<file path="src/rtl/stable_priority_queue_top_macros.svh">
// Assertion macros for the stable priority queue.
`ifndef STABLE_PRIORITY_QUEUE_TOP_MACROS_SVH
`define STABLE_PRIORITY_QUEUE_TOP_MACROS_SVH

`ifndef NO_ASSERTIONS
`define SPQ_ASSERT_IMP(lbl, ante, cons, msg) \
  lbl: assert property (@(posedge clk) disable iff (!rst_n) (ante) |-> (cons)) else $error(msg);
`define SPQ_ASSERT_NXT(lbl, ante, cons, msg) \
  lbl: assert property (@(posedge clk) disable iff (!rst_n) (ante) |=> (cons)) else $error(msg);
`else
`define SPQ_ASSERT_IMP(lbl, ante, cons, msg)
`define SPQ_ASSERT_NXT(lbl, ante, cons, msg)
`endif

`endif

</file>
<file path="src/rtl/spq_pkg.sv">
package spq_pkg;

  localparam int DEPTH  = 16;
  localparam int PTR_W  = (DEPTH > 1) ? $clog2(DEPTH) : 1;
  localparam int CNT_W  = $clog2(DEPTH + 1);
  localparam int PRIO_W = 16;
  localparam int DATA_W = 32;
  localparam int OCC_W  = 5;

  localparam logic OP_INSERT = 1'b0;
  localparam logic OP_REMOVE = 1'b1;

  localparam logic signed [DATA_W-1:0] UNDERFLOW_DATA = -32'sd255;

  typedef enum logic [1:0] {
    ST_OK        = 2'd0,
    ST_UNDERFLOW = 2'd1,
    ST_FULL      = 2'd2
  } spq_status_t;

  typedef enum logic [2:0] {
    S_IDLE,
    S_INS_RD,
    S_INS_CMP,
    S_INS_PUT,
    S_REM
  } spq_state_t;

  typedef struct packed {
    logic signed [PRIO_W-1:0] prio;
    logic signed [DATA_W-1:0] data;
  } spq_entry_t;

  typedef struct packed {
    logic             en;
    logic [PTR_W-1:0] addr;
    spq_entry_t       entry;
  } spq_wr_t;

  function automatic logic [PTR_W-1:0] ptr_inc(input logic [PTR_W-1:0] p);
    ptr_inc = (p == PTR_W'(DEPTH - 1)) ? '0 : PTR_W'(p + 1'b1);
  endfunction

  function automatic logic [PTR_W-1:0] ptr_dec(input logic [PTR_W-1:0] p);
    ptr_dec = (p == '0) ? PTR_W'(DEPTH - 1) : PTR_W'(p - 1'b1);
  endfunction

  function automatic logic [PTR_W-1:0] ptr_last(input logic [PTR_W-1:0] head,
                                                input logic [CNT_W-1:0] cnt);
    logic [CNT_W+PTR_W:0] s;
    s = (CNT_W+PTR_W+1)'(head) + (CNT_W+PTR_W+1)'(cnt) - 1'b1;
    if (s >= (CNT_W+PTR_W+1)'(DEPTH)) begin
      s = s - (CNT_W+PTR_W+1)'(DEPTH);
    end
    ptr_last = s[PTR_W-1:0];
  endfunction

endpackage

</file>
<file path="src/rtl/stable_priority_queue_top.sv">
// Remove: the head entry is read, then S_REM loads the output register; underflow, full insert and
//   insert into an empty queue load the output register directly on acceptance.
// Insert into a non-empty queue walks back from the tail: S_INS_RD then S_INS_CMP for each entry examined
//   through the single read port of the entry memory, plus S_INS_PUT when the item lands at the front.
// One item in flight; the next item is accepted no earlier than the result's transaction.
// Reset clears count, head, state and output valid; the entry memory is not cleared.
`include "stable_priority_queue_top_macros.svh"

module stable_priority_queue_top (
  input  logic        clk,
  input  logic        rst_n,
  input  logic        in_tvalid,
  output logic        in_tready,
  input  logic [47:0] in_tdata,   // data_in[31:0], priority_in[47:32]
  input  logic [0:0]  in_tuser,   // operation[0]
  output logic        out_tvalid,
  input  logic        out_tready,
  output logic [39:0] out_tdata,  // data_out[31:0], is_empty[32], occupancy[37:33], zero[39:38]
  output logic [1:0]  out_tuser   // status[1:0]
);

  localparam int PTR_W = spq_pkg::PTR_W;
  localparam int CNT_W = spq_pkg::CNT_W;

  spq_pkg::spq_state_t state_r, state_nxt;
  logic [PTR_W-1:0]    head_r, head_nxt;
  logic [CNT_W-1:0]    count_r, count_nxt;
  logic [PTR_W-1:0]    pos_r, pos_nxt;
  logic [CNT_W-1:0]    left_r, left_nxt;
  spq_pkg::spq_entry_t item_r;

  logic                                out_valid_r, out_valid_nxt;
  logic signed [spq_pkg::DATA_W-1:0]   out_data_r, out_data_nxt;
  spq_pkg::spq_status_t                out_status_r, out_status_nxt;
  logic                                out_empty_r, out_empty_nxt;
  logic [spq_pkg::OCC_W-1:0]           out_occ_r, out_occ_nxt;

  spq_pkg::spq_wr_t    wr;
  logic [PTR_W-1:0]    rd_addr;
  spq_pkg::spq_entry_t rd_entry;
  spq_pkg::spq_entry_t in_entry;

  logic                              accept;
  logic                              load_out;
  logic signed [spq_pkg::DATA_W-1:0] res_data;
  spq_pkg::spq_status_t              res_status;
  logic [CNT_W-1:0]                  res_count;

  spq_store u_store (
    .clk      (clk),
    .wr       (wr),
    .rd_addr  (rd_addr),
    .rd_entry (rd_entry)
  );

  assign in_entry.prio = in_tdata[47:32];
  assign in_entry.data = in_tdata[31:0];
  assign in_tready = (state_r == spq_pkg::S_IDLE) && (!out_valid_r || out_tready);
  assign accept = in_tvalid && in_tready;

  always_comb begin
    state_nxt  = state_r;
    head_nxt   = head_r;
    count_nxt  = count_r;
    pos_nxt    = pos_r;
    left_nxt   = left_r;
    wr.en      = 1'b0;
    wr.addr    = pos_r;
    wr.entry   = item_r;
    rd_addr    = head_r;
    load_out   = 1'b0;
    res_data   = '0;
    res_status = spq_pkg::ST_OK;
    res_count  = count_r;

    unique case (state_r)
      spq_pkg::S_IDLE: begin
        if (accept) begin
          if (in_tuser[0] == spq_pkg::OP_REMOVE) begin
            if (count_r == '0) begin
              load_out   = 1'b1;
              res_data   = spq_pkg::UNDERFLOW_DATA;
              res_status = spq_pkg::ST_UNDERFLOW;
            end else begin
              state_nxt = spq_pkg::S_REM;
            end
          end else if (count_r == CNT_W'(spq_pkg::DEPTH)) begin
            load_out   = 1'b1;
            res_status = spq_pkg::ST_FULL;
          end else if (count_r == '0) begin
            wr.en     = 1'b1;
            wr.addr   = head_r;
            wr.entry  = in_entry;
            res_count = CNT_W'(1);
            count_nxt = res_count;
            load_out  = 1'b1;
          end else begin
            pos_nxt   = spq_pkg::ptr_last(head_r, count_r);
            left_nxt  = count_r;
            state_nxt = spq_pkg::S_INS_RD;
          end
        end
      end
      spq_pkg::S_INS_RD: begin
        rd_addr   = pos_r;
        state_nxt = spq_pkg::S_INS_CMP;
      end
      spq_pkg::S_INS_CMP: begin
        wr.en   = 1'b1;
        wr.addr = spq_pkg::ptr_inc(pos_r);
        if ($signed(rd_entry.prio) > $signed(item_r.prio)) begin
          wr.entry = rd_entry;
          if (left_r == CNT_W'(1)) begin
            state_nxt = spq_pkg::S_INS_PUT;
          end else begin
            pos_nxt   = spq_pkg::ptr_dec(pos_r);
            left_nxt  = CNT_W'(left_r - 1'b1);
            state_nxt = spq_pkg::S_INS_RD;
          end
        end else begin
          res_count = CNT_W'(count_r + 1'b1);
          count_nxt = res_count;
          load_out  = 1'b1;
          state_nxt = spq_pkg::S_IDLE;
        end
      end
      spq_pkg::S_INS_PUT: begin
        wr.en     = 1'b1;
        wr.addr   = pos_r;
        res_count = CNT_W'(count_r + 1'b1);
        count_nxt = res_count;
        load_out  = 1'b1;
        state_nxt = spq_pkg::S_IDLE;
      end
      spq_pkg::S_REM: begin
        res_data  = rd_entry.data;
        res_count = CNT_W'(count_r - 1'b1);
        count_nxt = res_count;
        head_nxt  = spq_pkg::ptr_inc(head_r);
        load_out  = 1'b1;
        state_nxt = spq_pkg::S_IDLE;
      end
      default: begin
        state_nxt = spq_pkg::S_IDLE;
      end
    endcase
  end

  always_comb begin
    out_valid_nxt  = out_valid_r;
    out_data_nxt   = out_data_r;
    out_status_nxt = out_status_r;
    out_empty_nxt  = out_empty_r;
    out_occ_nxt    = out_occ_r;
    if (load_out) begin
      out_valid_nxt  = 1'b1;
      out_data_nxt   = res_data;
      out_status_nxt = res_status;
      out_empty_nxt  = (res_count == '0);
      out_occ_nxt    = spq_pkg::OCC_W'(res_count);
    end else if (out_tready) begin
      out_valid_nxt = 1'b0;
    end
  end

  always_ff @(posedge clk) begin
    if (!rst_n) begin
      state_r     <= spq_pkg::S_IDLE;
      head_r      <= '0;
      count_r     <= '0;
      out_valid_r <= 1'b0;
    end else begin
      state_r     <= state_nxt;
      head_r      <= head_nxt;
      count_r     <= count_nxt;
      out_valid_r <= out_valid_nxt;
    end
  end

  always_ff @(posedge clk) begin
    pos_r        <= pos_nxt;
    left_r       <= left_nxt;
    out_data_r   <= out_data_nxt;
    out_status_r <= out_status_nxt;
    out_empty_r  <= out_empty_nxt;
    out_occ_r    <= out_occ_nxt;
    if (accept) begin
      item_r <= in_entry;
    end
  end

  assign out_tvalid = out_valid_r;
  assign out_tdata  = {2'b00, out_occ_r, out_empty_r, out_data_r};
  assign out_tuser  = out_status_r;

  `SPQ_ASSERT_IMP(a_count_bound, 1'b1, count_r <= CNT_W'(spq_pkg::DEPTH),
                  "entry count above depth")
  `SPQ_ASSERT_IMP(a_busy_out_free, state_r != spq_pkg::S_IDLE, !out_valid_r,
                  "result held while busy")
  `SPQ_ASSERT_NXT(a_underflow,
                  accept && in_tuser[0] == spq_pkg::OP_REMOVE && count_r == '0,
                  out_valid_r && out_status_r == spq_pkg::ST_UNDERFLOW,
                  "missing underflow")
  `SPQ_ASSERT_NXT(a_full,
                  accept && in_tuser[0] == spq_pkg::OP_INSERT &&
                  count_r == CNT_W'(spq_pkg::DEPTH),
                  out_valid_r && out_status_r == spq_pkg::ST_FULL &&
                  count_r == CNT_W'(spq_pkg::DEPTH),
                  "missing full drop")

endmodule

</file>
<file path="src/rtl/spq_store.sv">
module spq_store (
  input  logic                       clk,
  input  spq_pkg::spq_wr_t           wr,
  input  logic [spq_pkg::PTR_W-1:0]  rd_addr,
  output spq_pkg::spq_entry_t        rd_entry
);

  spq_pkg::spq_entry_t mem [spq_pkg::DEPTH];

  always_ff @(posedge clk) begin
    if (wr.en) begin
      mem[wr.addr] <= wr.entry;
    end
    rd_entry <= mem[rd_addr];
  end

endmodule
</file>
<file path="config.mk">
export PLATFORM = sky130hd
export DESIGN_NAME = stable_priority_queue_top
export DESIGN_NICKNAME = d
export VERILOG_FILES = /design/src/rtl/spq_pkg.sv /design/src/rtl/stable_priority_queue_top.sv /design/src/rtl/spq_store.sv
export VERILOG_INCLUDE_DIRS = /design/src /design/src/rtl
export SDC_FILE = /design/constraint.sdc
export NUM_CORES = 1
export LEC_CHECK = 0
export BUFFER_PORTS_ARGS = -buffer_cell sky130_fd_sc_hd__buf_2
export CELL_PAD_IN_SITES_DETAIL_PLACEMENT = 1
export CELL_PAD_IN_SITES_GLOBAL_PLACEMENT = 2
export CORE_ASPECT_RATIO = 1.1
export CORE_MARGIN = 2
export CORE_UTILIZATION = 40
export DETAILED_ROUTE_END_ITERATION = 10
export PLACE_DENSITY = 0.67
export SYNTH_ARGS = -nofsm -noshare
export SYNTH_HDL_FRONTEND = slang
export SYNTH_SLANG_ARGS = --single-unit
</file>
<file path="constraint.sdc">
create_clock -name clk -period 9.7 [get_ports clk]
set_clock_uncertainty 0.15 [all_clocks]
set_input_delay 2.425 -clock clk [delete_from_list [all_inputs] [get_ports clk]]
set_output_delay 2.425 -clock clk [all_outputs]
set_load 0.02 [all_outputs]
</file>
* Word-level counts from Yosys, hierarchy flattened
Memories as Yosys holds them, arrays and structs flattened. A register that Yosys moved wholly into a read port is not among the register bits. Cells that the tools add are included.
Operators by class: add/subtract/negate cells 9, $lt $le $gt $ge 2, eq/ne operators 15, mux-type cells 57, reductions and logical operators 14
Operators by type and width (count):
- $mux W53 | 4
- $mux W32 | 3
- $pmux W48 S2 | 1
- $pmux W32 S2 | 1
- $mux W5 | 11
- $mux W48 | 1
- $mux W4 | 11
- $pmux W5 S4 | 1
- $gt A16 B16 Y1 | 1
- $mux W3 | 5
- $pmux W5 S3 | 1
- $ne A2 B2 Y1 const B | 6
- $ge A10 B5 Y1 const B | 1
- $logic_not A5 Y1 | 2
- $mux W1 | 10
- $pmux W5 S2 | 1
- $sub A5 B1 Y5 const B | 2
- $pmux W3 S3 | 1
- $add A4 B1 Y4 const B | 2
- $eq A4 B4 Y1 const B | 2
- $mux W2 | 4
- $pmux W4 S2 | 1
- $sub A4 B1 Y4 const B | 2
- $reduce_and A7 Y1 | 1
- other kinds (19) | 22
Word-level totals: register bits 110, RAM bits 768, input bits 53, output and inout port bits 44, logic and storage cells 110, memories kept 1
Memories:
- u_store.mem | depth 16, width 48, rd ports 1, clocked after memory_dff 1, write ports 1, RTL line spq_store.sv:8 | spq_pkg::spq_entry_t mem [spq_pkg::DEPTH];

* Logic depth before layout (Yosys ltp)
Gate-level depths: netlist of the first run.
depth after elaboration 9, depth in mapped cells 12, gate-level depth less buffers 10

* Modules after synthesis
From an unflattened synthesis of the first run, not the netlist that was laid out.
Unflattened totals: cell total of the unflattened synthesis 1796, area total of the unflattened synthesis 35647.9 µm²
By module, submodules not included:
- spq_store | instances 1, cells an instance 1242, area an instance 29691.0 µm², sequential area each 24023.0 µm²
- stable_priority_queue_top | instances 1, cells an instance 554, area an instance 5957.0 µm², sequential area each 3173.0 µm²

* Worst setup path before layout of the first run
Ideal clock, no wire load.
kind input -> register, start point in in_tvalid, end point mem u_store.mem[1][0] (netlist name) (enable), setup time 0.454 ns, arrival 5.919 ns, required time 9.096 ns, path slack 3.178 ns, cell stages on the path 7, buffers on the path 1, path through or4b_4 nor4_1 buf_2 a32o_1 a21oi_1 or2_2 nor2_1
On the way: cells in the longest elaborated chain, start to end 5
Ends and longest elaborated chain:
- start, declared | RTL line stable_priority_queue_top.sv:12 | input logic in_tvalid,
- $logic_and A1 B1 Y1 (*) | RTL line stable_priority_queue_top.sv:59 | assign accept = in_tvalid && in_tready;
- $mux W53 (*) | RTL line stable_priority_queue_top.sv:78 | if (accept) begin
- $pmux W5 S3 (*) | RTL line stable_priority_queue_top.sv:76 | unique case (state_r)
- $mux W1 | RTL line spq_store.sv:11 | if (wr.en) begin
- $mux W1 (not written as such) | RTL line spq_store.sv:12 | mem[wr.addr] <= wr.entry;
- end, declared | RTL line spq_store.sv:8
Every way passes the cells marked *; elsewhere a longest branch is shown, timed or not.

* Final worst setup path of the first run
start point in in_tvalid, end point mem u_store.mem[13][3] (netlist name) (enable)
The elaborated chain is that of the path after synthesis.

==> out/metrics.cfg, run 1 <==
[die]
ioPinCount=97
die_h_um=323
initial_core_util_pct=40.5
die_w_um=294
die_area_mm2=0.0949
fp-row-count=116
coreArea_mm2=0.0913

[cells_and_area]
multi_input_area_mm2=0.00911
fillers=9040
seqCellArea_mm2=0.0272
design_area_mm2=0.0422
final_core_util_pct=46.2
diodes=0
syn2layout_area_growth_pct=14.1
final_nets=2787
drive_gt1_share_pct=12.0

[clock_tree]
cts_max_level=3
post_cts_buffers=0
clk_latency_ps=670
cts_root_buf=clkbuf_16
clk_pin_slew_ps=70
cts_tree=yes
clock_path_buffers=3
cts_resized=0
cts_inserted_buffers=97
cts_sinks=926
holdBufCountCts=0

[synth]
post-synth-top-area-cell=edfxtp_1
synth_common_cells=edfxtp_1, nand2_1, a211oi_1
ys_types=64
synth.avg_cell_area_um2=13.9
ys_seq_area_share_pct=73.5
synth_area_leaders=edfxtp_1, nand2_1, a211oi_1
ys_seq_elements=926
synth_ff_type=edfxtp_1
synthesis.area_mm2=0.0370
ys_async_sr_fraction_pct=0
synth_edf_count=865
yosysWarnings=0
syn_inst=2657
yosysTopAreaCellShare_pct=70.2
post-synth-top-count-cell=edfxtp_1

[timing]
slew_viol_final=0
tns_ps=0
relSlewSlack_pct=25.5
setup_viol=0
rsz0062_at_grt=no
tightest_slew_ps=1120
min_period_over_period_pct=65.0
hold_viol=0
fmax_mhz=159
timing.final.crit_period_ps=6310

[pwr]
p_clk_share_pct=42.2
ir_worst_vdd_mv=0.131
internal_power_w=0.00713
p_seq_share_pct=50.5
p_per_area_mw_per_mm2=220
power_frac_comb_pct=7.4
switching_power_w=0.00216
swShare_pct=23.2
fin_total_pwr_w=0.00929
leakage_nw=14.3

[drt]
drcViolationCount=0
route.vias.total=22300
first_pass_iters=6
initialDrtViolationCount=1485
drt_wl_total_mm=100
post_drt_wl_per_cell_um=25.2
ant_nets=0
drt-vias-per-instance=5.62

[critical_path]
r2r_slack_ps=4340
slowest_delay_ps=850
cp_slowest_cell=nor2_4
endpoint_kind=flip-flop
path_max_fanout=55
path_cells=buf_2 > or4b_4 > nor4_2 > buf_4 > a22oi_1 > a22oi_1 > nand2_1 > nor2_4 > buf_4
required_ps=9840
r2r_end=u_store.mem[13][3]
cp.arrival_ps=6450
r2r_cells=10
r2r-start=count_r[1]
cp_top_family=simple AND/OR/NAND/NOR gates
crit_buf_inv=3
crit_start=in_tvalid
worst-setup-path-type=in -> reg
start_kind=input port

[place]
place_area_mm2=0.0388
gp_congestion=0.753
hpwl_mm=52.9
io_buffers=94

[global_routing]
grtUsageTotal_pct=21.2
grt_max_degree=207
grt-ovfl-total=0
grt_pass1_wl_mm=150
grt_pass1_vias=23700
antenna_found_initial=1

[hold_path]
min_from=u_store.rd_entry[25]
hold_depth=1
hold_path_class=reg -> reg
worstHoldEndpoint=out_data_r[25]

[job]
maxCapViolCount=0

[outcome]
run_status=completed

stage by stage:
| step | hold WS, ps | setup slack, ps | instances |
|---|---|---|---|
| 3_5_place_dp | 372 | 2560 | 3786 |
| 3_3_place_gp | 369 | 2590 | 3786 |
| 5_1_grt | 416 | 3180 | 3970 |
| 2_1_floorplan | 339 | 3180 | 2658 |
| 4_1_cts | 388 | 3270 | 3970 |
| 6_report | 384 | 3390 | 3970 |
layer usage:
layer  global-route usage [%]  wire length [um]
met4                     7.13              2730
met3                     2.49              3620
met1                     27.2             43000
met2                     37.1             50700
met5                        0                 0
layout by cell type, fill, tap and decap left out, types with 15 or more instances in the layout:
master	n
edfxtp_1	865
nand2_1	504
a211oi_1	240
and2_1	185
a21oi_1	119
clkbuf_16	100
a31oi_1	97
a311oi_1	97
buf_2	94
dfxtp_1	61
a22oi_1	51
buf_4	39
inv_1	36
a21o_1	28
ha_1	28
nor2_1	18
clkinv_2	17
nor2_4	16
clkbuf_1	15
registers in the layout (all words and copies together), names as in the netlist, 4 cells and up:
register,count
u_store.mem,768
pos_r,4
out_data_r,32
left_r,5
out_occ_r,5
count_r,5
u_store.rd_entry,48
head_r,4
item_r,48
logic make-up after synthesis:
| group | count (synthesis) | synth area share (%) |
|---|---|---|
| flops | 926 | 73.5 |
| simple gates | 790 | 9.83 |
| compound gates | 665 | 12.7 |
| buf+inv | 227 | 2.42 |
| fa+ha+maj | 29 | 1.00 |
| xor+xnor | 11 | 0.260 |
| mux | 8 | 0.216 |
| other cells | 1 | 0.0101 |
worst reg2reg max path, delay by kind of cell (launching register included):
family | cells | cell delay [ps]
buf+inv | 3 | 1600
compound gates | 2 | 580
simple gates | 4 | 2030
fa+ha+maj | 1 | 240
flops | 1 | 390
worst max path at each step:
stage / to / slack (ps) / depth (start not counted)
2_1_floorplan: u_store.mem[1][0] / 3180 / 7
3_3_place_gp: u_store.mem[13][32] / 2590 / 9
3_5_place_dp: u_store.mem[13][44] / 2560 / 9
4_1_cts: u_store.mem[13][44] / 3270 / 9
5_1_grt: u_store.mem[13][7] / 3180 / 9
6_report: u_store.mem[13][3] / 3390 / 9
power by group through the flow:
stage,Combinational [W],Clock (W),Sequential [W]
detailed placement,0.000699,0,0.00477
global route,0.000761,0.00415,0.00470
CTS,0.000702,0.00401,0.00469
floorplan,0.000375,0,0.00479
finish,0.000686,0.00392,0.00469
global placement,0.000669,0,0.00477
final cells by class:
type                       count  area share (%)
clock inverter                56            1.58
clock buffer                 128            6.49
multi-input combinational   1505            21.6
inverter                      37           0.329
sequential                   926            64.5
timing repair buffer         138            2.05
tap                         1180            3.50
Note: power is estimated with default switching activity, not from simulation.
==> inputs of run 2 (changes only) <==
Settings changed: ABC_AREA set to 1, PLACE_DENSITY 0.67 to 0.71.
Clock period 9.7 ns to 5.28 ns, I/O delays scaled along.
==> out/metrics.cfg, run 2 <==
[timing]
fmax_mhz=233
relSlewSlack_pct=14.5  ; -11 points
hold_viol=0  ; unchanged
setup_viol=0  ; unchanged
slew_viol_final=0  ; unchanged
timing.final.crit_period_ps=4290
tns_ps=0  ; unchanged
min_period_over_period_pct=81.2
rsz0062_at_grt=no
tightest_slew_ps=1280  ; +160 ps

[synth]
synth_common_cells=edfxtp_1, nor2_1, o21ai_0
syn_inst=2820  ; +6.1%
synth_ff_type=edfxtp_1
synth_edf_count=865  ; unchanged
synthesis.area_mm2=0.0367  ; -0.78%
post-synth-top-count-cell=edfxtp_1
ys_types=40  ; -38%
post-synth-top-area-cell=edfxtp_1
synth.avg_cell_area_um2=13.0  ; -6.5%
yosysWarnings=0  ; unchanged
ys_async_sr_fraction_pct=0  ; unchanged
yosysTopAreaCellShare_pct=70.8  ; +0.56 points
ys_seq_area_share_pct=74.1  ; +0.58 points
synth_area_leaders=edfxtp_1, o21ai_0, nor2_1
ys_seq_elements=926  ; unchanged

[drt]
drcViolationCount=0  ; unchanged
first_pass_iters=7  ; +1
post_drt_wl_per_cell_um=26.3  ; +4.3%
drt-vias-per-instance=5.72  ; +1.8%
initialDrtViolationCount=1812  ; +22%
ant_nets=0  ; unchanged
route.vias.total=23700  ; +6.5%
drt_wl_total_mm=109  ; +9.1%

[clock_tree]
clk_pin_slew_ps=60  ; about the same
cts_sinks=926  ; unchanged
cts_resized=0  ; unchanged
clock_path_buffers=3  ; unchanged
cts_tree=yes
cts_max_level=3  ; unchanged
clk_latency_ps=680  ; about the same
post_cts_buffers=0  ; unchanged
cts_inserted_buffers=99  ; +2.1%
holdBufCountCts=0  ; unchanged
cts_root_buf=clkbuf_16

[pwr]
fin_total_pwr_w=0.0232  ; +150%
leakage_nw=14.1  ; -1.1%
ir_worst_vdd_mv=0.358  ; +170%
p_per_area_mw_per_mm2=554  ; +150%

[place]
io_buffers=94  ; unchanged
gp_congestion=0.754  ; about the same
hpwl_mm=57.7  ; +9.0%

[die]
ioPinCount=97  ; unchanged
fp-row-count=116  ; unchanged
initial_core_util_pct=40.3  ; -0.19 points
coreArea_mm2=0.0910  ; -0.32%
die_w_um=293  ; -0.39%
die_h_um=322  ; -0.39%
die_area_mm2=0.0942  ; -0.77%

[cells_and_area]
final_cell_mix=edfxtp_1, nor2_1, o21ai_0, nand2_1, o221ai_1
reg_top3=u_store.mem (768), item_r (48), u_store.rd_entry (48)
drive_gt1_share_pct=11.9  ; -0.096 points
largest-register=u_store.mem
diodes=0  ; unchanged
syn2layout_area_growth_pct=14.4
mostFrequentLayoutCell=edfxtp_1
seqCellArea_mm2=0.0272  ; unchanged
fillers=9078  ; +0.42%
multi_input_area_mm2=0.00850  ; -6.8%
final_nets=2974  ; +6.7%
largest_reg_flops=768  ; unchanged

[critical_path]
cp.arrival_ps=4360  ; -2090 ps
endpoint_kind=flip-flop
required_ps=5350  ; -4490 ps
worst-setup-path-type=reg -> reg
r2r_slack_ps=990  ; -3350 ps
path_max_fanout=16  ; -71%
start_kind=flip-flop

[global_routing]
grtUsageTotal_pct=23.2  ; +2.0 points
grt_pass1_vias=25400  ; +7.3%
grt_pass1_wl_mm=162  ; +8.0%
grt-ovfl-total=0  ; unchanged
antenna_found_initial=0  ; -1
grt_max_degree=193  ; -6.8%

[job]
maxCapViolCount=0  ; unchanged

[hold_path]
hold_path_class=reg -> reg

[outcome]
run_status=completed

## run 2: cell count changes after synthesis, moves of 138 or more
cell,change
o221ai_1,+138
nand2_1,-290
a211oi_1,-239
o21ai_0,+423
nor2_1,+418
and2_1,-186
## run 2: metal layers
metal  up-vias  routed length [um]  track usage (%)
met1     12300               47300             30.1
met4         0                3180             7.44
met3       198                5180             3.60
met5         -                   0                0
li1      10600                   -                -
met2       585               53400             39.7
## run 2: cells by family after synthesis
family | count (synthesis) | synth area share [%]
and+or+nand+nor | 759 | 8.21
buffers and inverters | 304 | 3.23
AOI/OAI and AO/OA | 794 | 13.3
xor gates and xnor gates | 7 | 0.167
other | 1 | 0.0102
adders and majority gates | 29 | 1.01
DFF | 926 | 74.1
## run 2: worst paths after layout
check             startpoint                  to  cells after the start
setup / recovery  item_r[37]  u_store.mem[1][40]                     14
hold / removal     head_r[0]           head_r[0]                      2
setup reg to reg  item_r[37]  u_store.mem[1][40]                     14
hold reg to reg    head_r[0]           head_r[0]                      2
## run 2: layout make-up
cell class / count / share of cell area (%)
Clock buffer: 133 / 6.52
Tap cell: 1180 / 3.52
Clock inverter: 48 / 1.25
Multi-Input combinational cell: 1591 / 20.2
Timing Repair Buffer: 156 / 2.62
Inverter: 118 / 1.09
Sequential cell: 926 / 64.8
## run 2: metrics by stage
step                area, um^2  std cells  hold slack [ps]  setup WS [ps]  utilization [%]
global placement         38700       3971              370            867             42.6
global route             42000       4152              423            716             46.1
CTS                      42000       4152              392            973             46.1
detailed placement       38700       3971              386            821             42.6
floorplan                36700       2821              350          -5.43                -
finish                   42000       4152              407            995             46.1
## run 2: where the power goes
part           internal (W)  switching (W)  leakage, nW  total (W)
clock               0.00412        0.00288         1.60    0.00700
sequential          0.00999       0.000279         8.37     0.0103
combinational       0.00140        0.00458         4.18    0.00598
total                0.0155        0.00774         14.1     0.0232
## run 2: critical path: stages (launching register included)
cell      delay, ps
edfxtp_1        420
inv_1            80
ha_1            240
a21oi_1         330
nor2_1           80
nor2_1          120
nand2_1          90
nand2_1          90
nand2_1          60
nand2_1          70
nand3_1         180
nand2_1         340
inv_1           300
nor2_2          660
o211ai_1        600
